$ cat config.mk
export PLATFORM = sky130hd
export DESIGN_NAME = dbsc_front
export DESIGN_NICKNAME = d
export VERILOG_FILES = /design/src/rtl/dbsc_pkg.sv /design/src/rtl/dbsc_front.sv
export SDC_FILE = /design/constraint.sdc
export NUM_CORES = 1
export LEC_CHECK = 0
export BUFFER_PORTS_ARGS = -buffer_cell sky130_fd_sc_hd__buf_2
export CORE_MARGIN = 2
export CORE_UTILIZATION = 45
export CTS_BUF_LIST = sky130_fd_sc_hd__clkbuf_8
export DETAILED_ROUTE_END_ITERATION = 10
export GPL_TIMING_DRIVEN = 0
export HOLD_SLACK_MARGIN = 0.02
export PLACE_DENSITY = 0.7
export SLEW_MARGIN = 20
export SYNTH_ARGS = -nofsm -noshare
export SYNTH_HDL_FRONTEND = slang
export SYNTH_SLANG_ARGS = --single-unit
$ cat constraint.sdc
create_clock -name clk -period 12.1 [get_ports clk]
set_input_delay 2.42 -clock clk [delete_from_list [all_inputs] [get_ports clk]]
set_output_delay 2.42 -clock clk [all_outputs]
set_load 0.01 [all_outputs]
$ cat src/rtl/dbsc_pkg.sv
`timescale 1ns / 1ps
// dbsc_pkg: shared types, codes and defaults of the diagonal bin seed counter
// used by dbsc_front, dbsc_queue, dbsc_back and diagonal_bin_seed_counter

package dbsc_pkg;

	localparam int DEF_NUM_BINS     = 65536;
	localparam int DEF_TOUCHED_CAP  = 4096;
	localparam int BIN_MAX_W        = 24;
	localparam int QDEPTH           = 4;
	localparam int CFG_IDX_W        = 4;
	localparam int CFG_DATA_W       = 16;

	localparam logic [CFG_IDX_W-1:0] REG_THRESHOLD    = CFG_IDX_W'(0);
	localparam logic [CFG_IDX_W-1:0] REG_SEED_LEN     = CFG_IDX_W'(1);
	localparam logic [CFG_IDX_W-1:0] REG_LOG_BIN_SIZE = CFG_IDX_W'(2);
	localparam logic [CFG_IDX_W-1:0] REG_MAX_CAND     = CFG_IDX_W'(3);

	localparam logic [15:0] RST_THRESHOLD    = 16'd16;
	localparam logic [3:0]  RST_SEED_LEN     = 4'd12;
	localparam logic [4:0]  RST_LOG_BIN_SIZE = 5'd7;
	localparam logic [15:0] RST_MAX_CAND     = 16'hFFFF;

	localparam logic OP_SEED     = 1'b0;
	localparam logic OP_FINISH   = 1'b1;
	localparam logic KIND_CAND   = 1'b0;
	localparam logic KIND_DONE   = 1'b1;

	typedef struct packed {
		logic [15:0] threshold;
		logic [3:0]  seed_len;
		logic [4:0]  log_bin_size;
		logic [15:0] cand_limit;
	} cfg_t;

	typedef struct packed {
		logic                 op;
		logic [BIN_MAX_W-1:0] bin;
		logic [31:0]          hit;
		logic [31:0]          offset;
	} qent_t;

	typedef struct packed {
		logic [15:0] count;
		logic [31:0] last;
	} bin_entry_t;

endpackage

$ cat src/rtl/dbsc_front.sv
`timescale 1ns / 1ps
// dbsc_front: accepts words, maps seed hits to diagonal bins, drops out-of-range hits
// depends on dbsc_pkg

module dbsc_front #(
	parameter int NUM_BINS = dbsc_pkg::DEF_NUM_BINS
) (
	input  logic               clk,
	input  logic               arst_n,
	input  logic               start,
	input  logic               op,
	input  logic [31:0]        hit_pos,
	input  logic [31:0]        query_offset,
	input  logic               hold,
	input  logic [4:0]         log_bin_size,
	input  logic               q_full,
	output logic               busy,
	output logic               q_push,
	output dbsc_pkg::qent_t    q_ent
);
	import dbsc_pkg::*;

	logic        vld_s1;
	logic        op_s1;
	logic [31:0] hit_s1;
	logic [31:0] off_s1;
	logic [32:0] diff;
	logic [31:0] shifted;
	logic        keep;
	logic        take;

	assign busy = hold || (vld_s1 && q_full);
	assign take = start && !busy;

	assign diff    = {1'b0, hit_s1} - {1'b0, off_s1};
	assign shifted = diff[31:0] >> log_bin_size;
	assign keep    = (op_s1 == OP_FINISH) || (!diff[32] && (shifted < 32'(NUM_BINS)));
	assign q_push  = vld_s1 && !q_full && keep;

	always_comb begin
		q_ent.op     = op_s1;
		q_ent.bin    = shifted[BIN_MAX_W-1:0];
		q_ent.hit    = hit_s1;
		q_ent.offset = off_s1;
	end

	always_ff @(posedge clk or negedge arst_n) begin
		if (!arst_n) begin
			vld_s1 <= 1'b0;
		end else if (take) begin
			vld_s1 <= 1'b1;
		end else if (vld_s1 && !q_full) begin
			vld_s1 <= 1'b0;
		end
	end

	always_ff @(posedge clk) begin
		if (take) begin
			op_s1  <= op;
			hit_s1 <= hit_pos;
			off_s1 <= query_offset;
		end
	end

endmodule

Yosys cells after proc, flatten, opt, wreduce, memory -nomap -nowiden. Index checks and enable logic that the tools add are counted.

Magnitude comparators: 1. Mux-type cells: 2. Reduce and logical (&&, ||, !) cells: 11. Add/sub/neg operators: 1. Shift-type cells: 1.

Operator list (number): 32-bit by 32-bit subtractor with 33-bit output (1); 32-bit by 17-bit < comparator with 1-bit output (second input constant) (1); 32-bit by 5-bit right shift with 32-bit output (1); 1-bit logical AND (5); 1-bit logical NOT (3); 1-bit logical OR (2); 1-bit two-way mux (2); 2-bit nonzero test (1).

Word-level logic and storage cells: 20. Register bits: 66. Bits of input ports: 75.

Depth between registers and ports, before layout.
Depth after elaboration: 6. Depth in mapped cells: 15. Gate-level depth less buffers: 15.

Worst setup path before layout. Ideal clock, no wire load.

Kind: input -> output. Start: in log_bin_size[0]. End: out q_push. Setup slack: 5.029 ns. Data arrival time: 4.651 ns. Stages on the path: 9. Cells stage by stage: inv_1 -> buf_1 -> buf_2 -> clkbuf_1 -> nor2_1 -> a211oi_2 -> mux2_4 -> nand4_1 -> o31ai_1.

Word-level cells in the longest chain between the ends: 5.

Ends and longest elaborated chain: from (decl) (line dbsc_front.sv:15) `input logic [4:0] log_bin_size,`; 32-bit by 5-bit right shift with 32-bit output (line dbsc_front.sv:36) `assign shifted = diff[31:0] >> log_bin_size;`; 32-bit by 17-bit < comparator with 1-bit output (line dbsc_front.sv:37) `assign keep = (op_s1 == OP_FINISH) || (!diff[32] && (shifted < 32'(NUM_BINS)));`; 1-bit logical AND (line dbsc_front.sv:37); 1-bit logical OR (line dbsc_front.sv:37); 1-bit logical AND (line dbsc_front.sv:38) `assign q_push = vld_s1 && !q_full && keep;`; to (decl) (line dbsc_front.sv:18) `output logic q_push,`.

Every way passes these cells.

Worst setup path after layout.
Start: in log_bin_size[1]. End: out q_push.

The elaborated chain is that of the path after synthesis.

==> results by group <==
Synthesis
  – Synthesized area: 6005 sq um
  – Yosys warns: 0
  – Syn avg cell area: 9.057 sq um
  – Compound-cell area share of the yosys netlist: 23.59%
  – Post-Synth Simple-Gate Area: 14.61%
  – Post-synthesis sequential area ratio: 32.92%
  – Post-synth EDFFs: 65
  – Post-synth top cells: edfxtp_1 (65), nor2_1 (59), nand2_1 (57)
  – #FFs+latches synth: 66
  – Asr flop ratio synth: 1.515%
  – Xor and xnor fraction of the mapped netlist area: 4.626%
  – Post-Synth Adder-Cell Area: 7.001%
  – Top cells by area, synth: edfxtp_1 (33%), ha_1 (6.7%), mux2i_1 (5.2%)
  – Yosys cell types: 87
  – Largest area contributor in the netlist: edfxtp_1
  – Cell with the most instances after synthesis: edfxtp_1
  – Top_reg_cell synth: edfxtp_1
  – Largest family of logic cells by synthesized area: compound AO/OA/AOI/OAI gates
  – Mux cell area share after synthesis: 11.29%
  – Yosys top cell area share: 32.51%
  – Synthesized instance count: 663
  – Syn nets: 771

Global route
  – Met3 usage: 4.658%
  – Global-route wire length before repair: 27.15 mm
  – Busiest metal layer after global routing: met2
  – Overflow after GRT: 0
  – Vias in the first global route: 5539
  – Routing usage on met2: 36.57%
  – Total global-route track usage: 23.36%
  – Met1 Track Usage GR: 31.58%
  – Initial antenna violation count: 0
  – Largest net degree at the start of global routing: 60

Worst setup path
  – Crit. Startpoint: log_bin_size[1]
  – CP Class: in2out
  – CP Capture Type: primary output
  – Critical Path RT: 9.68 ns
  – R2R Path End: hit_s1[4]
  – R2R setup slack: 10.59 ns
  – Crit start category: primary input
  – Reg2Reg Depth: 3
  – Crit-path max FO: 10
  – Worst Path Arrival: 5.43 ns
  – Worst setup path endpoint: q_push
  – Worst r2r src: vld_s1

Clocking
  – CTS Hold Buffers Added: 0
  – Post-cts sizing count: 0
  – Max Buffers Root-to-Sink: 2
  – CTS tree: yes
  – CTS H-Tree Depth: 3
  – # clock sinks: 66
  – Postcts setup bufs: 0
  – CTS Root Cell: clkbuf_8
  – CTS buffer count: 9
  – Clk slew on worst S/H paths: 0.07 ns
  – Clk_lat worst skew: 0.35 ns

Power
  – Clock network fraction of total power: 24.5%
  – Gate power share: 39.3%
  – Pleak: 3.164 nW
  – Cell Int Power: 0.4752 mW
  – Net Sw Power: 0.2658 mW
  – PwrDens: 102.2 nW/um^2
  – Switching share of power: 35.87%
  – Reg power frac: 36.2%
  – VDD IR-drop max: 0.00006043 V

STA
  – Min Tclk post-route: 7.854 ns
  – Worst clock skew: 0.006617 ns
  – Final Max Tran Viols: 0
  – Setup TNS: 0 ns
  – Unrepaired setup endpoints after global routing: no
  – Final hold viol count: 0
  – Rel. slew slack: 43.74%
  – Worst slew pin tran: 0.8388 ns
  – Worst hold slack: 0.5000 ns
  – Fmax achieved: 127.3 MHz
  – Post-route clock period utilization: 64.91%
  – Final setup violation count: 0

Route
  – Drt pass-1 iters: 8
  – # DRC: 0
  – Initial DRC count: 475
  – Vias: 5812
  – WL/cell: 16.43 microns
  – Routed vias/inst: 5.709
  – Detail Route Antenna Nets: 0
  – Final WL: 16.72 mm

Die
  – Die height: 119.5 microns
  – Die area: 14280 sq um
  – Core Box Area: 13140 sq um
  – Initial Util: 45.70%
  – Chip Width: 119.5 microns
  – Rows: 42
  – Io pins: 166

Layout
  – Post-layout nets: 946
  – Area Growth Syn to Fin: 20.80%
  – Share of layout cells above drive strength 1: 28.38%
  – Ant. Diodes: 0
  – FILL cells: 1275

Place
  – Gpl congestion: 0.9746
  – Port bufs: 163
  – Hpwl dp: 13.17 mm

Worst hold path
  – Path type of the worst min-delay path: reg2reg

Job
  – Reported max-cap violation count: 0

Run status
  – Status: finished, final reports clean
-- area by class of cell --
cell class	instances	area [sq um]	area share [%]
multi-input combinational	507	3672	50.63
sequential	66	1977	27.26
timing repair buffer	164	843.3	11.63
tap	176	220.2	3.036
inverter	49	183.9	2.536
buffer	41	173.9	2.398
clock buffer	9	123.9	1.708
clock inverter	6	58.81	0.8108
-- routing by layer --
layer,vias up,routed length (microns)
met4,0,514
met3,38,1180
met2,265,7523
met1,2683,7503
li1,2826,-
met5,-,0
-- cells in the final DEF, fill, tap and decap left out, types with 11 or more instances in the layout --
master / count
a21oi_1: 51
edfxtp_1: 65
xnor2_1: 14
xor2_1: 14
nand2_1: 57
mux2i_1: 31
o211ai_1: 13
ha_1: 32
clkbuf_1: 24
inv_1: 46
o21ai_0: 42
mux2_2: 14
nor3_1: 11
nor2_1: 59
buf_2: 173
-- worst max-delay path, cell delays in order --
cell	delay [ns]
clkbuf_1	0.22
clkbuf_1	0.43
clkbuf_1	0.40
clkbuf_1	0.45
o21ai_0	0.24
o21ai_0	0.56
a2bb2oi_1	0.20
nand4_1	0.11
o31ai_1	0.23
buf_2	0.18
-- registers in the layout (all words and copies together), names as in the netlist --
| register | flops |
|---|---|
| hit_s1 | 32 |
| off_s1 | 32 |
| op_s1 | 1 |
| vld_s1 | 1 |
-- power groups by stage --
stage	sequential, mW	clock (mW)	combinational (mW)
final	0.268	0.181	0.291
after global routing	0.270	0.196	0.318
after CTS	0.269	0.186	0.287
after detailed placement	0.274	0	0.285
after global placement	0.275	0	0.282
after floorplan	0.279	0	0.195
-- cell families after synthesis --
| group | count (synthesis) |
|---|---|
| AO/OA/AOI/OAI | 207 |
| XOR/XNOR | 30 |
| adder cells (fa/ha/maj) | 33 |
| buffers and inverters | 90 |
| flip-flops | 66 |
| multiplexers | 55 |
| AND/OR/NAND/NOR | 182 |
-- through the flow --
stage | setup WS, ns | cells | instance area (sq um) | utilization (%) | total power [mW]
finish | 4.246 | 1018 | 7253 | 55.21 | 0.7411
global route | 3.915 | 1018 | 7253 | 55.21 | 0.7841
CTS | 4.249 | 1018 | 7253 | 55.21 | 0.7410
detailed placement | 4.252 | 1003 | 7071 | 53.82 | 0.5589
global placement | 4.231 | 1002 | 7041 | 53.59 | 0.5567
floorplan | 5.029 | 663 | 6005 | - | 0.4735
-- how the worst min path moves through the flow --
stage | slack [ns] | start | cells after the start | to
global placement | 0.48 | vld_s1 | 1 | vld_s1
CTS | 0.50 | vld_s1 | 1 | vld_s1
finish | 0.50 | vld_s1 | 1 | vld_s1
floorplan | 0.46 | vld_s1 | 1 | vld_s1
global route | 0.53 | vld_s1 | 1 | vld_s1
detailed placement | 0.49 | vld_s1 | 1 | vld_s1
Power figures use the tool's default switching activity.
