`config.mk`:
```
export PLATFORM = sky130hd
export DESIGN_NAME = dbsc_queue
export DESIGN_NICKNAME = d
export VERILOG_FILES = /design/src/rtl/dbsc_pkg.sv /design/src/rtl/dbsc_queue.sv
export SDC_FILE = /design/constraint.sdc
export NUM_CORES = 1
export LEC_CHECK = 0
export ABC_AREA = 1
export BUFFER_PORTS_ARGS = -buffer_cell sky130_fd_sc_hd__buf_4
export CORE_UTILIZATION = 60
export DETAILED_ROUTE_END_ITERATION = 10
export PLACE_DENSITY = 0.85
export SYNTH_ARGS = -nofsm -noshare
export SYNTH_HDL_FRONTEND = slang
export SYNTH_SLANG_ARGS = --single-unit
```
`constraint.sdc`:
```
create_clock -name clk -period 4.5 [get_ports clk]
set_clock_uncertainty 0.05 [all_clocks]
set_input_delay 1.125 -clock clk [delete_from_list [all_inputs] [get_ports clk]]
set_output_delay 1.125 -clock clk [all_outputs]
set_load 0.01 [all_outputs]
```
`src/rtl/dbsc_pkg.sv`:
```
`timescale 1ns / 1ps
// dbsc_pkg: shared types, codes and defaults of the diagonal bin seed counter
// used by dbsc_front, dbsc_queue, dbsc_back and diagonal_bin_seed_counter

package dbsc_pkg;

	localparam int DEF_NUM_BINS     = 65536;
	localparam int DEF_TOUCHED_CAP  = 4096;
	localparam int BIN_MAX_W        = 24;
	localparam int QDEPTH           = 4;
	localparam int CFG_IDX_W        = 4;
	localparam int CFG_DATA_W       = 16;

	localparam logic [CFG_IDX_W-1:0] REG_THRESHOLD    = CFG_IDX_W'(0);
	localparam logic [CFG_IDX_W-1:0] REG_SEED_LEN     = CFG_IDX_W'(1);
	localparam logic [CFG_IDX_W-1:0] REG_LOG_BIN_SIZE = CFG_IDX_W'(2);
	localparam logic [CFG_IDX_W-1:0] REG_MAX_CAND     = CFG_IDX_W'(3);

	localparam logic [15:0] RST_THRESHOLD    = 16'd16;
	localparam logic [3:0]  RST_SEED_LEN     = 4'd12;
	localparam logic [4:0]  RST_LOG_BIN_SIZE = 5'd7;
	localparam logic [15:0] RST_MAX_CAND     = 16'hFFFF;

	localparam logic OP_SEED     = 1'b0;
	localparam logic OP_FINISH   = 1'b1;
	localparam logic KIND_CAND   = 1'b0;
	localparam logic KIND_DONE   = 1'b1;

	typedef struct packed {
		logic [15:0] threshold;
		logic [3:0]  seed_len;
		logic [4:0]  log_bin_size;
		logic [15:0] cand_limit;
	} cfg_t;

	typedef struct packed {
		logic                 op;
		logic [BIN_MAX_W-1:0] bin;
		logic [31:0]          hit;
		logic [31:0]          offset;
	} qent_t;

	typedef struct packed {
		logic [15:0] count;
		logic [31:0] last;
	} bin_entry_t;

endpackage

```
`src/rtl/dbsc_queue.sv`:
```
`timescale 1ns / 1ps
// dbsc_queue: short fifo of classified words between front and back
// depends on dbsc_pkg

module dbsc_queue (
	input  logic            clk,
	input  logic            arst_n,
	input  logic            push,
	input  dbsc_pkg::qent_t push_ent,
	input  logic            pop,
	output logic            full,
	output logic            valid,
	output dbsc_pkg::qent_t head
);
	import dbsc_pkg::*;

	localparam int QA_W = (QDEPTH > 1) ? $clog2(QDEPTH) : 1;

	qent_t           ent_q [QDEPTH];
	logic [QA_W-1:0] wr_ptr_q;
	logic [QA_W-1:0] rd_ptr_q;
	logic [QA_W:0]   cnt_q;

	assign full  = (cnt_q == (QA_W+1)'(QDEPTH));
	assign valid = (cnt_q != '0);
	assign head  = ent_q[rd_ptr_q];

	always_ff @(posedge clk or negedge arst_n) begin
		if (!arst_n) begin
			wr_ptr_q <= '0;
			rd_ptr_q <= '0;
			cnt_q    <= '0;
		end else begin
			if (push) begin
				wr_ptr_q <= (wr_ptr_q == QA_W'(QDEPTH-1)) ? '0 : wr_ptr_q + 1'b1;
			end
			if (pop) begin
				rd_ptr_q <= (rd_ptr_q == QA_W'(QDEPTH-1)) ? '0 : rd_ptr_q + 1'b1;
			end
			if (push && !pop) begin
				cnt_q <= cnt_q + 1'b1;
			end else if (pop && !push) begin
				cnt_q <= cnt_q - 1'b1;
			end
		end
	end

	always_ff @(posedge clk) begin
		if (push) begin
			ent_q[wr_ptr_q] <= push_ent;
		end
	end

`ifndef SYNTHESIS
	a_no_push_full: assert property (@(posedge clk) disable iff (!arst_n) !(push && full))
		else $error("push into full queue");
	a_no_pop_empty: assert property (@(posedge clk) disable iff (!arst_n) !(pop && !valid))
		else $error("pop from empty queue");
`endif

endmodule

```
# [After elaboration in Yosys (flattened, before gate mapping)]
# Memories as Yosys holds them, arrays and structs flattened.
# Index checks and enable logic that the tools add are counted.
[word_totals] reg_bits=7 mem_bits_rw=356 inputBits=93 out_inout_bits=91 word_cells=23 memories=1
[mem_list] name="ent_q" depth=4 word_bits=89 read_ports=1 rd_clocked_by_memory_dff=0 write_ports=1 line_no="dbsc_queue.sv:19" text="qent_t ent_q [QDEPTH];"
[op_classes] addsub=4 n_eq_ne=3 n_mux=6 reduce_logical=6
[op_table] operator="$mux W3" n=2
[op_table] operator="$add A2 B1 Y2 const B" n=2
[op_table] operator="$eq A2 B2 Y1 const B" n=2
[op_table] operator="$mux W2" n=2
[op_table] operator="$add A3 B1 Y3 const B" n=1
[op_table] operator="$eq A3 B3 Y1 const B" n=1
[op_table] operator="$reduce_bool A3 Y1" n=1
[op_table] operator="$sub A3 B1 Y3 const B" n=1
[op_table] operator="$logic_and A1 B1 Y1" n=2
[op_table] operator="$logic_not A1 Y1" n=2
[op_table] operator="$mux W1" n=2
[op_table] operator="$reduce_bool A2 Y1" n=1

# [Logic depth before layout (Yosys ltp)]
[depth] ltp_word=4 ltp_mapped=9 ltp_nobuf=9

# [Least setup slack after synthesis]
# Ideal clock, no wire load.
[synth_timing] path_kind="in2reg" start="in push" end="mem ent_q[3][0] in the netlist's numbering, enable pin" setup_time_ns=0.443 arrival_time_ns=2.889 required_time_ns=4.007 slack_ns=1.118 cell_stages=2 n_path_buf=0 path_cell_list="nand2_1 -> inv_1"
[synth_between] elab_chain_cells=2
[synth_lines] element="start: declaration" line_no="dbsc_queue.sv:8" text="input logic push,"
[synth_lines] element="$mux W1" line_no="dbsc_queue.sv:49" text="if (push) begin"
[synth_lines] element="$mux W1 (not written as such)" line_no="dbsc_queue.sv:50" text="ent_q[wr_ptr_q] <= push_ent;"
[synth_lines] element="end: declaration" line_no="dbsc_queue.sv:19"
# Every way passes these cells.

==> results.rst <==
.. list-table::
   :header-rows: 1

   * - Metric
     - Value
   * - Type of the worst setup path
     - reg2out
   * - Number of antenna violations at the first check in global routing
     - 0
   * - Mapped cell area
     - 0.0147 mm²
   * - Critical path peak fanout
     - 141
   * - Worst voltage drop across the vdd grid
     - approximately 0.52 mV
   * - Via count of the first global-routing pass
     - 8707
   * - Number of H-tree branching levels
     - 2
   * - Crit path time final
     - approximately 3600 ps
   * - Remaining number of nets flagged by the antenna check after routing
     - 0
   * - Final worst-path cycle share
     - 80.8%
   * - FF-to-FF path depth
     - 5
   * - # fillers
     - about 1500
   * - Master cell of the clock root buffer
     - sky130_fd_sc_hd__clkbuf_16
   * - Power density relative to cell area
     - 636 mW/mm²
   * - Area overhead of the layout relative to synthesis
     - 17.5%
   * - Post-route cell area
     - 0.0173 mm²
   * - Class of the most critical hold timing path
     - in2async
   * - CORE AREA
     - 0.0238 mm²
   * - Count of unique library cells instantiated by Yosys
     - 18
   * - Final wirelength
     - 28700 µm
   * - IO Pins
     - 184
   * - Setup crit end kind
     - primary output
   * - Floorplan die width
     - 159 µm
   * - Setup slack at placement
     - 1430 ps
   * - Total congestion overflow after global routing
     - 0
   * - 1st-iter DRT viols
     - 611
   * - Commonest non-fill, non-tap cell in the layout
     - sky130_fd_sc_hd__edfxtp_1
   * - Clock sink count
     - 363
   * - Number of instances resized during post-cts repair
     - 0
   * - Count of synthesis-stage warnings from yosys
     - 0
   * - Worst Hold Margin
     - between 300 and 400 ps
   * - Gate count after technology mapping
     - around 1100
   * - Setup-failing EPs final
     - 0
   * - Leading cell types in the layout, fill and taps excluded
     - 356 x sky130_fd_sc_hd__edfxtp_1, 283 x sky130_fd_sc_hd__nand2_1, 189 x sky130_fd_sc_hd__buf_4
   * - CTS hold repair buffers
     - 0
   * - Average vias per placed instance
     - 5.41
   * - Buffer depth of the longest clock path
     - 3
   * - Worst Max-Slew Pin Slew
     - 1100 ps
   * - Max_cap viols
     - 0
   * - Die H
     - 159 µm
   * - Flop2flop setup slack
     - 2410 ps
   * - Global routing usage summed across all routing layers
     - 23.1%
   * - Critical path required time
     - 3320 ps
   * - Wire length of the first global-routing pass
     - 43700 µm
   * - Number of buffers added by the clock tree synthesis step
     - 36
   * - PnR worst setup slack
     - 865 ps
   * - Yosys top cell by area
     - sky130_fd_sc_hd__edfxtp_1
   * - Number of detailed-route iterations in the first pass
     - 5
   * - Via count
     - between 8000 and 9000
   * - Synth Net Count
     - 1191
   * - Number of DRC violations after detailed routing
     - 0
   * - Critical R2R Capture
     - ent_q[0][73]$_DFFE_PP_
   * - Clock Pin Slew Worst Setup and Hold Paths
     - 60 ps
   * - Routability-driven placement congestion ratio
     - between 0.7 and 0.8
   * - Final Max Tran Viols
     - 0
   * - #FFs+latches synth
     - 363
   * - Endpoint arrival time on the critical path
     - between 2000 and 2500 ps
   * - Syn avg cell area
     - about 13 µm²
   * - Ratio of cells with drive above 1 in the final layout
     - 19.4%
   * - Area after DPL
     - 0.0161 mm²
   * - Number of input and output port buffers inserted
     - 183
   * - Setup TNS
     - 0 ps
   * - Source of the worst register-to-register timing path
     - wr_ptr_q[0]$_DFFE_PN0P_
   * - Cell types with the largest area share after synthesis
     - sky130_fd_sc_hd__edfxtp_1 73%, sky130_fd_sc_hd__o211ai_1 9.1%, sky130_fd_sc_hd__nand2_1 7.2%
   * - Maximum clock frequency
     - between 0.2 and 0.3 GHz
   * - Clock network latency to the later pin of the worst-skew pair
     - 490 ps
   * - Routed WL per cell
     - 17.8 µm
   * - Status
     - finished, final reports clean
   * - Headroom to the max-slew limit
     - a little over a quarter
   * - Initial Util
     - around 62%
   * - Cell Rows
     - 56
   * - Post-CTS Repair Setup Buffers
     - 0
   * - Largest net degree at the start of global routing
     - 142
   * - Final Hold Fails
     - 0
   * - Die Area
     - 0.0251 mm²
   * - Startpoint type of the worst setup path
     - flip-flop
   * - CTS tree
     - done
   * - Post-synthesis sequential area ratio
     - 73.9%
   * - Portion of synthesized cell area occupied by the leading cell type
     - between 70 and 80%
   * - Leakage dissipation
     - roughly 7.0 nW
   * - Nets
     - 1367
   * - Unrepaired setup endpoints after global routing
     - false
   * - Final HPWL from detailed placement
     - 16900 µm
   * - Start point of the critical path
     - rd_ptr_q[0]$_DFFE_PN0P_
==> cell usage after synthesis (all sizes together) <==
cell	instances
o21ai	4
nor2	3
buf	57
clkbuf	1
xnor2	1
nand2	283
fa	1
inv	191
nand4	1
edfxtp	356
nor3	1
dfrtp	7
ha	6
o211ai	178
nand3	1
==> through the flow <==
step | power (mW) | utilization, % | std cells
global route | 11.5 | 72.7 | 1610
global placement | 7.97 | 67.8 | 1548
floorplan | 6.84 | - | 1091
detailed placement | 8.12 | 67.8 | 1548
finish | 11.0 | 72.7 | 1611
CTS | 11.1 | 72.7 | 1610
==> area by class of cell <==
cell class	instances	area [µm²]	share of cell area (%)
flip-flops and latches	363	10900	62.9
multi-input cells	479	2550	14.8
repair buffers	196	1560	9.03
clock buffers	41	941	5.45
inverters	191	736	4.26
well taps	319	399	2.31
clock inverters	21	218	1.26
diodes	1	2.50	0.0145
==> power breakdown <==
part	leakage (nW)	total [mW]	switching (mW)	internal (mW)
Combinational	3.08	3.57	2.20	1.37
Clock	0.570	2.94	1.16	1.78
Sequential	3.35	4.48	0.145	4.33
Total	7.00	11.0	3.51	7.48
==> flip-flops by register name, summed over array words and instances (netlist names) <==
| name | flops |
|---|---|
| ent_q | 356 |
| wr_ptr_q | 2 |
| cnt_q | 3 |
| rd_ptr_q | 2 |
==> routing by layer <==
layer  vias up  GRT usage, %  share of wire, %
met5         -             0                 0
met4         0          7.97               2.3
met3        53          4.14               6.3
met2       305          40.7                51
met1      4200          28.9                40
li1       4158             -                 -
==> how the worst max path moves through the flow <==
stage | depth (start not counted) | to
2_1_floorplan | 2 | ent_q[3][0]$_DFFE_PP_
3_3_place_gp | 4 | head[83]
3_5_place_dp | 6 | head[18]
4_1_cts | 6 | head[18]
5_1_grt | 6 | head[18]
6_report | 6 | head[18]
==> cell families after synthesis <==
logic type               share of synthesized area (%)
AO/OA/AOI/OAI                                     9.23
adder cells (fa/ha/maj)                          0.647
AND/OR/NAND/NOR                                   7.41
flip-flops                                        73.9
buffers and inverters                             8.73
XOR/XNOR                                        0.0596
==> critical path, cell delays in order, from the launching register on <==
cell	delay (ps)
sky130_fd_sc_hd__dfrtp_1	460
sky130_fd_sc_hd__inv_8	560
sky130_fd_sc_hd__buf_4	390
sky130_fd_sc_hd__nand2_1	110
sky130_fd_sc_hd__o211ai_1	130
sky130_fd_sc_hd__nand2_1	90
sky130_fd_sc_hd__buf_4	150
Note: power is estimated with default switching activity, not from simulation.
